<file path="src/sv/cbd_pkg.sv">
// types and constants shared by the chunked body decoder
package cbd_pkg;

   localparam logic [7:0] CHAR_CR = 8'h0D;
   localparam logic [7:0] CHAR_LF = 8'h0A;

   localparam logic [1:0] ST_BUSY = 2'd0;
   localparam logic [1:0] ST_DONE = 2'd1;
   localparam logic [1:0] ST_BAD  = 2'd2;

   localparam logic [1:0] SKIP_BYTES = 2'd2;

   typedef enum logic [2:0] {
      PH_SIZE    = 3'd0,
      PH_SIZE_LF = 3'd1,
      PH_DATA    = 3'd2,
      PH_SKIP    = 3'd3,
      PH_END_CR  = 3'd4,
      PH_END_LF  = 3'd5,
      PH_DONE    = 3'd6,
      PH_ERROR   = 3'd7
   } phase_type;

   typedef struct packed {
      logic [7:0] data_byte;
      logic       new_body;
   } req_type;

   typedef struct packed {
      logic [7:0] body_byte;
      logic       is_payload;
      logic [1:0] status;
   } rsp_type;

   typedef struct packed {
      phase_type  phase;
      logic [1:0] skip_count;
   } ctl_type;

endpackage

</file>
<file path="src/sv/cbd_step.sv">
// next-state and result logic for one byte of the chunked body
module cbd_step
   import cbd_pkg::*;
#(
   parameter int SIZE_WIDTH = 32
) (
   input  req_type                 item,
   input  ctl_type                 ctl_cur,
   input  logic [SIZE_WIDTH-1:0]   size_acc_cur,
   input  logic [SIZE_WIDTH-1:0]   bytes_rem_cur,
   output ctl_type                 ctl_nxt,
   output logic [SIZE_WIDTH-1:0]   size_acc_nxt,
   output logic [SIZE_WIDTH-1:0]   bytes_rem_nxt,
   output rsp_type                 result
);

   ctl_type               ctl_start;
   logic [SIZE_WIDTH-1:0] acc_start;
   logic [SIZE_WIDTH-1:0] rem_start;
   logic [7:0]            c;
   logic                  is_hex;
   logic [3:0]            digit;
   logic                  payload;
   logic [SIZE_WIDTH-1:0] rem_dec;
   logic [1:0]            skip_dec;

   assign c = item.data_byte;

   // new body starts from reset state
   always_comb begin
      if (item.new_body) begin
         ctl_start.phase      = PH_SIZE;
         ctl_start.skip_count = '0;
         acc_start            = '0;
         rem_start            = '0;
      end else begin
         ctl_start = ctl_cur;
         acc_start = size_acc_cur;
         rem_start = bytes_rem_cur;
      end
   end

   // hex digit decode
   always_comb begin
      is_hex = 1'b1;
      digit  = 4'd0;
      if (c >= "0" && c <= "9") begin
         digit = 4'(c - "0");
      end else if (c >= "a" && c <= "f") begin
         digit = 4'(c - "a" + 8'd10);
      end else if (c >= "A" && c <= "F") begin
         digit = 4'(c - "A" + 8'd10);
      end else begin
         is_hex = 1'b0;
      end
   end

   assign rem_dec  = rem_start - 1'b1;
   assign skip_dec = ctl_start.skip_count - 1'b1;

   always_comb begin
      ctl_nxt       = ctl_start;
      size_acc_nxt  = acc_start;
      bytes_rem_nxt = rem_start;
      payload       = 1'b0;
      case (ctl_start.phase)
         PH_SIZE: begin
            if (is_hex) begin
               // top digit already used: one more would overflow
               if (acc_start[SIZE_WIDTH-1 -: 4] != 4'd0) begin
                  ctl_nxt.phase = PH_ERROR;
               end else begin
                  size_acc_nxt = {acc_start[SIZE_WIDTH-5:0], digit};
               end
            end else if (c == CHAR_CR) begin
               ctl_nxt.phase = PH_SIZE_LF;
            end else begin
               ctl_nxt.phase = PH_ERROR;
            end
         end
         PH_SIZE_LF: begin
            if (c != CHAR_LF) begin
               ctl_nxt.phase = PH_ERROR;
            end else if (acc_start == '0) begin
               ctl_nxt.phase = PH_END_CR;
            end else begin
               bytes_rem_nxt = acc_start;
               size_acc_nxt  = '0;
               ctl_nxt.phase = PH_DATA;
            end
         end
         PH_DATA: begin
            payload       = 1'b1;
            bytes_rem_nxt = rem_dec;
            if (rem_dec == '0) begin
               ctl_nxt.skip_count = SKIP_BYTES;
               ctl_nxt.phase      = PH_SKIP;
            end
         end
         PH_SKIP: begin
            ctl_nxt.skip_count = skip_dec;
            if (skip_dec == 2'd0) begin
               size_acc_nxt  = '0;
               ctl_nxt.phase = PH_SIZE;
            end
         end
         PH_END_CR: begin
            ctl_nxt.phase = (c == CHAR_CR) ? PH_END_LF : PH_ERROR;
         end
         PH_END_LF: begin
            ctl_nxt.phase = (c == CHAR_LF) ? PH_DONE : PH_ERROR;
         end
         PH_DONE: begin
            ctl_nxt.phase = PH_DONE;
         end
         default: begin
            ctl_nxt.phase = PH_ERROR;
         end
      endcase
   end

   always_comb begin
      result.is_payload = payload;
      result.body_byte  = payload ? c : 8'd0;
      if (ctl_nxt.phase == PH_DONE) begin
         result.status = ST_DONE;
      end else if (ctl_nxt.phase == PH_ERROR) begin
         result.status = ST_BAD;
      end else begin
         result.status = ST_BUSY;
      end
   end

endmodule

</file>
<file path="src/sv/chunked_body_decoder_top.sv">
// chunked body decoder: top level with input and result registers
// an accepted transaction passes the input register, then the result register, on its way to rsp
// throughput: one byte per cycle while rsp_stall is low, the single state update sits between two registers
// rsp_stall holds the result register; the input register keeps taking bytes until full
// reset (synchronous, active high) empties both registers and returns the decoder
// to the start of a size line with zero size
module chunked_body_decoder_top
   import cbd_pkg::*;
#(
   parameter int SIZE_WIDTH = 32
) (
   input  logic    clock,
   input  logic    reset,
   input  logic    req_valid,
   output logic    req_stall,
   input  req_type req_data,
   output logic    rsp_valid,
   input  logic    rsp_stall,
   output rsp_type rsp_data
);

   // input register
   logic                  in_vld_ff;
   logic                  in_vld_in;
   req_type               in_data_ff;

   // decoder state
   ctl_type               ctl_ff;
   ctl_type               ctl_in;
   logic [SIZE_WIDTH-1:0] size_acc_ff;
   logic [SIZE_WIDTH-1:0] size_acc_in;
   logic [SIZE_WIDTH-1:0] bytes_rem_ff;
   logic [SIZE_WIDTH-1:0] bytes_rem_in;

   // result register
   logic                  out_vld_ff;
   logic                  out_vld_in;
   rsp_type               out_data_ff;
   rsp_type               out_data_in;

   logic                  accept;
   logic                  advance;

   // the held byte moves on when the result register is empty or being drained
   assign advance   = in_vld_ff && (!out_vld_ff || !rsp_stall);
   assign req_stall = in_vld_ff && !advance;
   assign accept    = req_valid && !req_stall;

   always_comb begin
      if (accept) begin
         in_vld_in = 1'b1;
      end else if (advance) begin
         in_vld_in = 1'b0;
      end else begin
         in_vld_in = in_vld_ff;
      end
   end

   always_comb begin
      if (advance) begin
         out_vld_in = 1'b1;
      end else if (out_vld_ff && !rsp_stall) begin
         out_vld_in = 1'b0;
      end else begin
         out_vld_in = out_vld_ff;
      end
   end

   cbd_step #(
      .SIZE_WIDTH (SIZE_WIDTH)
   ) u_step (
      .item          (in_data_ff),
      .ctl_cur       (ctl_ff),
      .size_acc_cur  (size_acc_ff),
      .bytes_rem_cur (bytes_rem_ff),
      .ctl_nxt       (ctl_in),
      .size_acc_nxt  (size_acc_in),
      .bytes_rem_nxt (bytes_rem_in),
      .result        (out_data_in)
   );

   // handshake flags and decoder state
   always_ff @(posedge clock) begin
      if (reset) begin
         in_vld_ff           <= 1'b0;
         out_vld_ff          <= 1'b0;
         ctl_ff.phase        <= PH_SIZE;
         ctl_ff.skip_count   <= '0;
         size_acc_ff         <= '0;
         bytes_rem_ff        <= '0;
      end else begin
         in_vld_ff  <= in_vld_in;
         out_vld_ff <= out_vld_in;
         // state only moves when a byte is actually decoded
         if (advance) begin
            ctl_ff       <= ctl_in;
            size_acc_ff  <= size_acc_in;
            bytes_rem_ff <= bytes_rem_in;
         end
      end
   end

   // payload registers, no reset needed
   always_ff @(posedge clock) begin
      if (accept) begin
         in_data_ff <= req_data;
      end
      if (advance) begin
         out_data_ff <= out_data_in;
      end
   end

   assign rsp_valid = out_vld_ff;
   assign rsp_data  = out_data_ff;

endmodule

</file>
<file path="config.mk">
export PLATFORM = sky130hd
export DESIGN_NAME = chunked_body_decoder_top
export DESIGN_NICKNAME = d
export VERILOG_FILES = /design/src/sv/cbd_pkg.sv /design/src/sv/cbd_step.sv /design/src/sv/chunked_body_decoder_top.sv
export SDC_FILE = /design/constraint.sdc
export NUM_CORES = 1
export LEC_CHECK = 0
export BUFFER_PORTS_ARGS = -buffer_cell sky130_fd_sc_hd__buf_2
export CORE_AREA = 3 3 119 121
export DETAILED_ROUTE_END_ITERATION = 6
export DIE_AREA = 0 0 122 124
export PLACE_DENSITY = 0.53
export RECOVER_POWER = 25
export SLEW_MARGIN = 10
export SYNTH_ARGS = -nofsm -noshare
export SYNTH_HDL_FRONTEND = slang
export SYNTH_SLANG_ARGS = --single-unit
</file>
<file path="constraint.sdc">
create_clock -name clock -period 4.45 [get_ports clock]
set_input_delay 0.445 -clock clock [delete_from_list [all_inputs] [get_ports clock]]
set_output_delay 0.445 -clock clock [all_outputs]
set_load 0.02 [all_outputs]
</file>
### Word-level counts from Yosys, hierarchy flattened

Cells that the tools add are included.

* muxes and demuxes: 35
* eq/ne operators: 11
* add/sub/neg operators: 7
* order comparisons: 6
* reduce and logical (&&, ||, !) cells: 19

Operators by type and width (number)
* 32-bit two-way mux: 9
* 32-bit case mux with 3 select lines: 1
* 32-bit zero test: 2
* 32-bit case mux with 2 select lines: 1
* 32-bit by 1-bit subtractor with 32-bit output, second input constant: 1
* 3-bit case mux with 7 select lines: 1
* 3-bit two-way mux: 6
* 8-bit by 4-bit equality test with 1-bit output, second input constant: 2
* 8-bit by 7-bit >= comparator with 1-bit output, second input constant: 2
* 8-bit by 7-bit less-or-equal comparator with 1-bit output, second input constant: 2
* 3-bit equality test, second input constant: 5
* 4-bit two-way mux: 3
* 4-bit by 1-bit subtractor with 4-bit output, second input constant: 3
* 5-bit two-way mux: 2
* 1-bit two-way mux: 9
* 4-bit adder, second input constant: 2
* 8-bit by 6-bit >= comparator with 1-bit output, second input constant: 1
* 8-bit by 6-bit less-or-equal comparator with 1-bit output, second input constant: 1
* 8-bit by 4-bit != test with 1-bit output, second input constant: 1
* 1-bit logical AND: 7
* 3-bit by 2-bit equality test with 1-bit output, second input constant: 2
* 1-bit zero test: 4
* 2-bit two-way mux: 2
* 2-bit case mux with 2 select lines: 1
* 7 further kinds: 8

* register bits: 91
* word-level logic and storage cells: 89
* input port bits: 13

### Logic depth before layout (Yosys ltp)

Gate-level depths: netlist (run 1).

* word-level depth: 9
* mapped depth: 15
* gate-level depth less buffers: 11

### Hierarchy

From an unflattened synthesis (run 1), not the netlist that was laid out.

* cells, all modules: 797
* area, all modules: 6583.8 um2

By module, submodules not included
* chunked_body_decoder_top: cells an instance 329, times used 1, area an instance 3828.7 um2, seq. area each 2021.9 um2
* cbd_step: cells an instance 468, times used 1, area an instance 2755.1 um2, seq. area each 0.0 um2

### Worst setup path before layout (run 1)

No wires, ideal clock.

* kind: flip-flop to flip-flop
* from: register in_data_ff[0] (netlist name)
* to: register out_data_ff, in the netlist rsp_data[0] (data pin)
* arrival: 3.055 ns
* cell stages (with the launch flop): 15
* library setup time: 0.260 ns
* path buffers: 4
* clock period less this slack: 3.315 ns
* required time: 4.190 ns
* path slack: 1.135 ns
* cells stage by stage: edfxtp_1 > inv_1 > buf_4 > clkbuf_1 > clkbuf_1 > nand2_1 > ha_1 > clkbuf_1 > o41ai_1 > nand3_1 > a2111o_1 > nor3_1 > and4_1 > nand3_2 > nor3b_2

* word-level cells in the longest chain between the ends: 6
* elaborated cells on any way between the ends: 24
* classes of those cells: add/sub (2); eq/ne (7); mux (10); reduce/logical (5)

Ends and longest elaborated chain
* from (decl): RTL line chunked_body_decoder_top.sv:25 `req_type in_data_ff;`
* from (signal assigned): RTL line chunked_body_decoder_top.sv:106 `in_data_ff <= req_data;`
* 32-bit two-way mux / 5-bit two-way mux (equally long branches): RTL line cbd_step.sv:31 `if (item.new_body) begin`
* 32-bit by 1-bit subtractor with 32-bit output (tied with other cells): RTL line cbd_step.sv:58 `assign rem_dec = rem_start - 1'b1;`
* 32-bit zero test (tied with other cells): RTL line cbd_step.sv:95 `if (rem_dec == '0) begin`
* 5-bit two-way mux (tied with other cells): RTL line cbd_step.sv:95
* 3-bit case mux with 7 select lines (*): RTL line cbd_step.sv:66 `case (ctl_start.phase)`
* 3-bit equality test (*): RTL line cbd_step.sv:125 `if (ctl_nxt.phase == PH_DONE) begin`
* to (signal assigned): RTL line chunked_body_decoder_top.sv:109 `out_data_ff <= out_data_in;`
* to (decl): RTL line chunked_body_decoder_top.sv:38 `rsp_type out_data_ff;`

Mark *: on every way between the ends. The rest lies on a longest branch, timed or not.
A chain may end at the register's enable or synchronous reset.

### Final worst setup path (run 1)

* from: register in_data_ff[0] (netlist name)
* to: register bytes_rem_ff[25]

* word-level cells in the longest chain between the ends: 5
* elaborated cells on any way between the ends: 10
* classes of those cells: add/sub (1); eq/ne (2); mux (6); reduce/logical (1)

Ends and longest elaborated chain
* branches (longest 4 deep; another with 32-bit by 1-bit subtractor with 32-bit output)
* 32-bit case mux with 2 select lines (*): RTL line cbd_step.sv:66
* to (signal assigned): RTL line chunked_body_decoder_top.sv:98 `bytes_rem_ff <= bytes_rem_in;`
* to (decl): RTL line chunked_body_decoder_top.sv:32 `logic [SIZE_WIDTH-1:0] bytes_rem_ff;`

Mark *: on every way between the ends.

==> results of run 1 <==
==> logic make-up (layout without fill, tap and decap cells) <==
family / after synthesis / after routing / share of synthesized area
simple gates: 231 / 231 / 0.2367
compound gates: 189 / 189 / 0.2554
flops: 91 / 91 / 0.3826
buf+inv: 65 / 72 / 0.05327
xor+xnor: 18 / 18 / 0.02983
mux: 13 / 13 / 0.02557
fa+ha+maj: 7 / 7 / 0.01657
==> cells in the final DEF, fill, tap and decap left out, drive strengths merged, types with 4 or more instances in the layout <==
cell | Yosys | final
o21ai | 32 | 32
o21bai | 5 | 5
edfxtp | 20 | 20
nand2 | 31 | 31
a22o | 26 | 26
and4 | 4 | 4
a22oi | 22 | 22
a21oi | 38 | 38
inv | 14 | 15
mux2 | 4 | 4
nor2 | 73 | 73
or3 | 8 | 8
o2bb2ai | 4 | 4
o31ai | 4 | 4
a211oi | 7 | 7
o22ai | 9 | 9
nor3 | 18 | 18
ha | 7 | 7
mux2i | 9 | 9
nand2b | 5 | 5
xnor2 | 11 | 11
or4 | 8 | 8
nand3 | 12 | 12
and2 | 9 | 9
clkbuf | 40 | 27
a31oi | 4 | 4
nand4 | 9 | 9
xor2 | 7 | 7
buf | 10 | 26
nor2b | 8 | 8
and3 | 7 | 7
nor4 | 29 | 29
dfxtp | 71 | 71
a21o | 4 | 4
==> registers in the layout, indices dropped and copies added, names as in the netlist <==
name	flops
in_vld_ff	1
rsp_valid	1
in_data_ff	9
bytes_rem_ff	32
ctl_ff	5
rsp_data	11
size_acc_ff	32
==> worst paths after layout <==
kind                                   endpoint
setup reg to reg  bytes_rem_ff[25]$_SDFFE_PP0P_
hold / removal          in_data_ff[3]$_DFFE_PP_
hold reg to reg          rsp_valid$_SDFFE_PP0P_
setup / recovery  bytes_rem_ff[25]$_SDFFE_PP0P_
==> stage by stage <==
stage | hold WS, ns | worst slack (ns) | power [mW]
6_report | 0.2639 | 0.9996 | 1.946
5_1_grt | 0.2609 | 0.7214 | 2.028
4_1_cts | 0.2582 | 1.057 | 1.957
3_5_place_dp | 0.4910 | 1.074 | 1.249
3_3_place_gp | 0.4738 | 1.094 | 1.251
2_1_floorplan | 0.4507 | 1.135 | 1.160
==> critical path, stage by stage, from the launching register on <==
cell,delay [ns]
sky130_fd_sc_hd__edfxtp_1,0.54
sky130_fd_sc_hd__inv_1,0.13
sky130_fd_sc_hd__buf_4,0.33
sky130_fd_sc_hd__nand3_1,0.54
sky130_fd_sc_hd__a2111oi_4,0.83
sky130_fd_sc_hd__buf_4,0.36
sky130_fd_sc_hd__nor2_1,0.06
sky130_fd_sc_hd__a22oi_1,0.15
sky130_fd_sc_hd__o221ai_1,0.12
sky130_fd_sc_hd__o21ai_0,0.11
sky130_fd_sc_hd__nor2_1,0.05
==> cell type report <==
| class | count | area [µm²] | area share |
|---|---|---|---|
| inverter | 15 | 56.30 | 0.009742 |
| multi-input combinational | 458 | 2994 | 0.5181 |
| tap | 176 | 220.2 | 0.03810 |
| timing repair buffer | 41 | 224.0 | 0.03875 |
| clock buffer | 12 | 236.5 | 0.04092 |
| clock inverter | 4 | 26.28 | 0.004546 |
| sequential | 91 | 2022 | 0.3499 |
==> per-layer routing <==
| metal | up-vias | part of all wire | GRT usage |
|---|---|---|---|
| li1 | 2332 | - | - |
| met1 | 2442 | 0.46 | 0.3322 |
| met2 | 183 | 0.46 | 0.3781 |
| met3 | 16 | 0.060 | 0.03724 |
| met4 | 0 | 0.018 | 0.07563 |
| met5 | - | 0 | 0 |
==> power breakdown <==
group	leakage, nW	internal, mW	total [mW]	switching [mW]
clock	0.125	0.379	0.710	0.331
combinational	1.25	0.124	0.343	0.219
sequential	0.764	0.866	0.893	0.0272
==> impl_summary.txt, run 1 <==
----------------------------------------------------
[Synthesis]
  Synth Flop Type ... sky130_fd_sc_hd__dfxtp_1
  Distinct cell type count of the synthesized netlist ... 76
  Cell taking the most area after synthesis ... sky130_fd_sc_hd__dfxtp_1
  Cell area after technology mapping ... 5285 µm²
  Count leader, synth ... sky130_fd_sc_hd__nor2_1
  Asr flop ratio synth ... 0
  Synth warnings ... 0
  Cell types with the highest counts after synthesis ... sky130_fd_sc_hd__nor2_1, sky130_fd_sc_hd__dfxtp_1, sky130_fd_sc_hd__clkbuf_1, sky130_fd_sc_hd__a21oi_1, sky130_fd_sc_hd__nand2_1
  Main area contributors after synthesis ... sky130_fd_sc_hd__dfxtp_1, sky130_fd_sc_hd__edfxtp_1, sky130_fd_sc_hd__nor2_1, sky130_fd_sc_hd__a22o_1, sky130_fd_sc_hd__a21oi_1
  Post-synthesis average cell area ... 8.608 µm²
  Portion of the post-synthesis area used by sequential elements ... 0.3826
  Number of flops mapped to enable cells by yosys ... 20
  Mapped Cells ... 614
  Seq cells post-synth ... 91
  Area share of the largest cell type after synthesis ... 0.2689
  Nets in the synthesized netlist ... 634

[Timing]
  Slew of the pin with the lowest slew margin ... 2.168 ns
  Setup repair after global routing missed its margin ... false
  Tightest slew margin relative to the limit ... -0.4450
  Max Clk Rate ... 289.8 MHz
  Clk_skew ... 0.009253 ns
  Final max-slew violation count ... 45
  TNS Setup ... 0 ns
  Clock period minus worst slack ... 3.450 ns
  Setup-violating endpoint count in the final report ... 0
  Hold violation count in the final report ... 0
  Final cycle utilization of the critical path ... 0.7754

[Global route]
  Via count of the first global-routing pass ... 4718
  Total routing resource utilization after global routing ... 0.2376
  Overflow left after global routing ... 0
  Number of antenna violations at the first check in global routing ... 0
  First-pass GRT wire length ... 27450 µm
  Maximum number of pins on one net before global-route repair ... 46

[Cells and area]
  Core occupancy in the finished layout ... 0.4382
  Total Nets Final ... 636
  Area of all placed cells without fillers ... 5779 µm²
  Number of standard cells in the layout, taps in and fillers out ... 797
  Layout-stage area growth over the synthesis result ... 9.351%
  Fill count ... 1328
  Antenna diodes ... 0
  Fraction of layout instances using a drive strength above 1 ... 0.1014

[Worst setup path]
  R2r setup slk ... 1.0 ns
  CP arrival ... 3.60 ns
  Start of the worst register-to-register path ... in_data_ff[0]$_DFFE_PP_
  Launching element of the worst setup path ... in_data_ff[0]$_DFFE_PP_
  Worst EP required ... 4.60 ns
  Number of cell instances on the worst register-to-register path ... 10
  Category of the most critical setup path ... reg2reg
  Crit. End Element ... flip-flop
  Kind of start point of the critical path ... flip-flop
  Critical-path maximum fanout ... 28

[Worst hold path]
  Class of the worst hold path ... in2reg
  Hold path depth ... 1
  Worst Hold Launch ... req_data[3]

[Drt]
  Routed wire length per instance ... 21.70 µm
  Via count normalized by instance count ... 6.240
  Total number of vias ... 4973
  Post-route antenna net violation count ... 0
  Post-detailed-routing wire length ... 17300 µm
  DRC violation count after routing ... 0
  Initial detailed-routing violation count ... 569
  Number of detailed-route iterations in the first pass ... 7

[Power]
  Pleak ... 2.138 nW
  Maximum vdd drop ... 0.0002260 V
  Power per cell area ... 336.8 nW/µm²

[Floorplanning]
  Die Span X ... 122 µm
  Floorplan row count ... 42
  Height of the die ... 124 µm
  Area inside the core boundary ... 13190 µm²
  Die Outline Area ... 15130 µm²
  Effective utilization at floorplan ... 0.4007
  Number of top-level design ports ... 26

[CTS]
  Post-CTS repair timing setup buffer count ... 0
  TritonCTS clock tree ... built
  Number of buffers inserted by hold repair at cts ... 0
  Root Buffer ... sky130_fd_sc_hd__clkbuf_16
  Clock-pin slew of the registers on the worst-case setup and hold paths ... 0.06 ns
  H-tree depth ... 3
  Source-to-sink clock delay at the later pin of the worst-skew pair ... 0.35 ns
  Count of instances resized after the clock tree is built ... 0
  Number of buffers between clock root and the deepest sink ... 2
  Number of clock buffers inserted by TritonCTS ... 9
  Number of clock sinks seen by CTS ... 91

[Placed design]
  Total placed cells including tap cells ... 781
  Routability congestion estimate from global placement ... 0.9571
  Total of buffers placed on input and output ports ... 25
  Area of placed instances ... 5538 µm²
  HPWL Detailed ... 12300 µm

[Flow run]
  Max-Cap Viols ... 1

[Run status]
  Status ... finished with violations
  Failing checks ... capacitance limit, slew limit

----------------------------------------------------
No activity file was read; power rests on OpenSTA's default activity.
==> run 2, diff against run 1 <==
clock period = 3.21 ns   (was 4.45 ns; I/O delays follow)
==> impl_summary.txt, run 2 (synthesis gave the netlist of run 1 again) <==
----------------------------------------------------
[Worst setup path]
  Category of the most critical setup path ... reg2reg (unchanged)
  Largest stage delay on the critical path ... 0.65 ns (was 0.83 ns)
  Ordered list of cells on the worst path ... or4_4, or4_4, o21ai_1, nor3b_2, o311ai_1, nor4_4, nand3_2, buf_4, a211oi_2 (was inv_1, buf_4, nand3_1, a2111oi_4, buf_4, nor2_1, a22oi_1, o221ai_1, o21ai_0, nor2_1)
  Crit. End Element ... flip-flop (unchanged)
  Critical-path maximum fanout ... 7 (was 28)
  CP arrival ... 3.37 ns (was 3.60 ns)
  Kind of start point of the critical path ... flip-flop (unchanged)
  Worst EP required ... 3.49 ns (was 4.60 ns)
  Cell with the biggest individual delay on the critical path ... sky130_fd_sc_hd__or4_4 (was sky130_fd_sc_hd__a2111oi_4)
  Cell type with the highest occurrence count on the critical path ... sky130_fd_sc_hd__or4_4

[Run status]
  Status ... complete, no violations (was finished with violations)

[Drt]
  Highest metal layer with signal wires ... met4 (unchanged)
  DRC violation count after routing ... 0 (unchanged)
  Routed wire length per instance ... 21.38 µm (was 21.70 µm)
  Met3 layer wire length in the routed design ... 1555 µm (was 1038 µm)
  Initial detailed-routing violation count ... 582 (was 569)
  Via count normalized by instance count ... 6.214 (was 6.240)
  Post-route antenna net violation count ... 0 (unchanged)
  Post-detailed-routing wire length ... 18040 µm (was 17300 µm)
  Met1 Wirelength ... 7974 µm (was 7954 µm)
  Number of detailed-route iterations in the first pass ... 6 (was 7)
  DR WL met2 ... 7866 µm (was 7994 µm)
  Total number of vias ... 5245 (was 4973)

[Floorplanning]
  Die Outline Area ... 15130 µm² (unchanged)
  Effective utilization at floorplan ... 0.4007 (unchanged)
  Floorplan row count ... 42 (unchanged)
  Number of top-level design ports ... 26 (unchanged)
  Area inside the core boundary ... 13190 µm² (unchanged)
  Height of the die ... 124 µm (unchanged)
  Die Span X ... 122 µm (unchanged)

[Power]
  Combinational cell fraction of total power ... 0.194 (was 0.176)
  Maximum vdd drop ... 0.0003007 V (was 0.0002260 V)
  Internal power contribution ... 1.961 mW (was 1.369 mW)
  Power per cell area ... 454.1 nW/µm² (was 336.8 nW/µm²)
  Net Switching ... 0.8429 mW (was 0.5772 mW)
  Reg power frac ... 0.438 (was 0.459)
  Sw Share ... 0.3006 (was 0.2965)
  Pleak ... 2.398 nW (was 2.138 nW)
  Clk pwr share ... 0.369 (was 0.365)

[Cells and area]
  Total Nets Final ... 683 (was 636)
  Core occupancy in the finished layout ... 0.4682 (was 0.4382)
  Commonest cells after routing, fill and taps aside ... sky130_fd_sc_hd__nor2_1, sky130_fd_sc_hd__dfxtp_1, sky130_fd_sc_hd__buf_4 (was sky130_fd_sc_hd__nor2_1, sky130_fd_sc_hd__dfxtp_1, sky130_fd_sc_hd__a21oi_1)
  Fraction of layout instances using a drive strength above 1 ... 0.1737 (was 0.1014)
  Most common cell after layout, fill and taps aside ... sky130_fd_sc_hd__nor2_1 (unchanged)
  Layout-stage area growth over the synthesis result ... 16.86% (was 9.351%)
  Antenna diodes ... 0 (unchanged)

[Global route]
  Total routing resource utilization after global routing ... 0.2418 (was 0.2376)
  First-pass GRT wire length ... 27510 µm (was 27450 µm)
  Number of antenna violations at the first check in global routing ... 0 (unchanged)
  Maximum number of pins on one net before global-route repair ... 29 (was 46)
  Overflow left after global routing ... 0 (unchanged)
  Via count of the first global-routing pass ... 4828 (was 4718)

[CTS]
  H-tree depth ... 3 (unchanged)
  Source-to-sink clock delay at the later pin of the worst-skew pair ... 0.36 ns (was 0.35 ns)
  Number of clock sinks seen by CTS ... 91 (unchanged)
  Clock-pin slew of the registers on the worst-case setup and hold paths ... 0.07 ns (was 0.06 ns)
  Number of clock buffers inserted by TritonCTS ... 9 (unchanged)
  TritonCTS clock tree ... built (unchanged)
  Number of buffers between clock root and the deepest sink ... 2 (unchanged)
  Root Buffer ... sky130_fd_sc_hd__clkbuf_16 (unchanged)
  Number of buffers inserted by hold repair at cts ... 0 (unchanged)

[Placed design]
  HPWL Detailed ... 12820 µm (was 12300 µm)
  Routability congestion estimate from global placement ... 0.9317 (was 0.9571)
  Total of buffers placed on input and output ports ... 25 (unchanged)

[Timing]
  Tightest slew margin relative to the limit ... 0.2184 (was -0.4450)
  Slew of the pin with the lowest slew margin ... 1.172 ns (was 2.168 ns)
  Hold violation count in the final report ... 0 (unchanged)
  Clock period minus worst slack ... 3.091 ns (was 3.450 ns)
  Max Clk Rate ... 323.5 MHz (was 289.8 MHz)
  Clk_skew ... 0.008828 ns (was 0.009253 ns)
  Final cycle utilization of the critical path ... 0.9629 (was 0.7754)
  TNS Setup ... 0 ns (unchanged)
  Setup-violating endpoint count in the final report ... 0 (unchanged)
  Final max-slew violation count ... 0 (was 45)

[Worst hold path]
  Class of the worst hold path ... in2reg (unchanged)

[Flow run]
  Max-Cap Viols ... 0 (was 1)

----------------------------------------------------
[run 2: final cells by class]
cell class	count	area, µm²
clock buffers	11	242.7
clock inverters	5	36.28
fillers	1303	7014
inverters	15	56.30
multi-input cells	459	3015
flip-flops and latches	91	2022
well taps	176	220.2
repair buffers	87	583.1
[run 2: per-layer routing]
metal,global-route usage,vias up
li1,-,2433
met1,0.3342,2512
met2,0.3729,258
met3,0.03678,42
met4,0.1113,0
met5,0,-
[run 2: timing repair]
action                                  CTS  global route
buffers inserted                          0             1
endpoints found under the setup margin    0             5
resized for setup                         0             2
[run 2: power groups by stage]
stage | Sequential (mW) | Clock, mW | Combinational, mW
5_1_grt | 1.23 | 1.10 | 0.588
3_5_place_dp | 1.25 | 0 | 0.523
6_report | 1.23 | 1.03 | 0.543
4_1_cts | 1.23 | 1.05 | 0.528
3_3_place_gp | 1.25 | 0 | 0.527
2_1_floorplan | 1.25 | 0 | 0.355
[run 2: critical path: cells and delay by family (launching register included)]
| family | cells | cell delay [ns] |
|---|---|---|
| compound gates | 3 | 0.53 |
| simple gates | 5 | 2.00 |
| flops | 1 | 0.31 |
| buf+inv | 1 | 0.17 |
[run 2: per-stage QoR]
stage                     total power [mW]  hold WS [ns]  instance area [µm²]  setup WS, ns  cells
after floorplan                      1.608        0.4199                 5288       0.01273    614
after global placement               1.779        0.4736                 5888       0.02060    826
after detailed placement             1.776        0.4820                 5888       0.04864    826
after CTS                            2.804        0.1327                 6167       0.01869    842
after global routing                 2.920        0.1324                 6176    -0.0002718    844
final                                2.804        0.1420                 6176        0.1192    844
[run 2: path summary, 6_finish.rpt]
path	startpoint	slack, ns	cells past startpoint	endpoint
hold / removal	req_data[2]	0.14	1	in_data_ff[2]$_DFFE_PP_
setup / recovery	bytes_rem_ff[2]$_SDFFE_PP0P_	0.12	9	ctl_ff[1]$_SDFFE_PP0P_
hold reg to reg	in_vld_ff$_SDFFE_PP0P_	0.50	2	rsp_valid$_SDFFE_PP0P_
setup reg to reg	bytes_rem_ff[2]$_SDFFE_PP0P_	0.12	9	ctl_ff[1]$_SDFFE_PP0P_
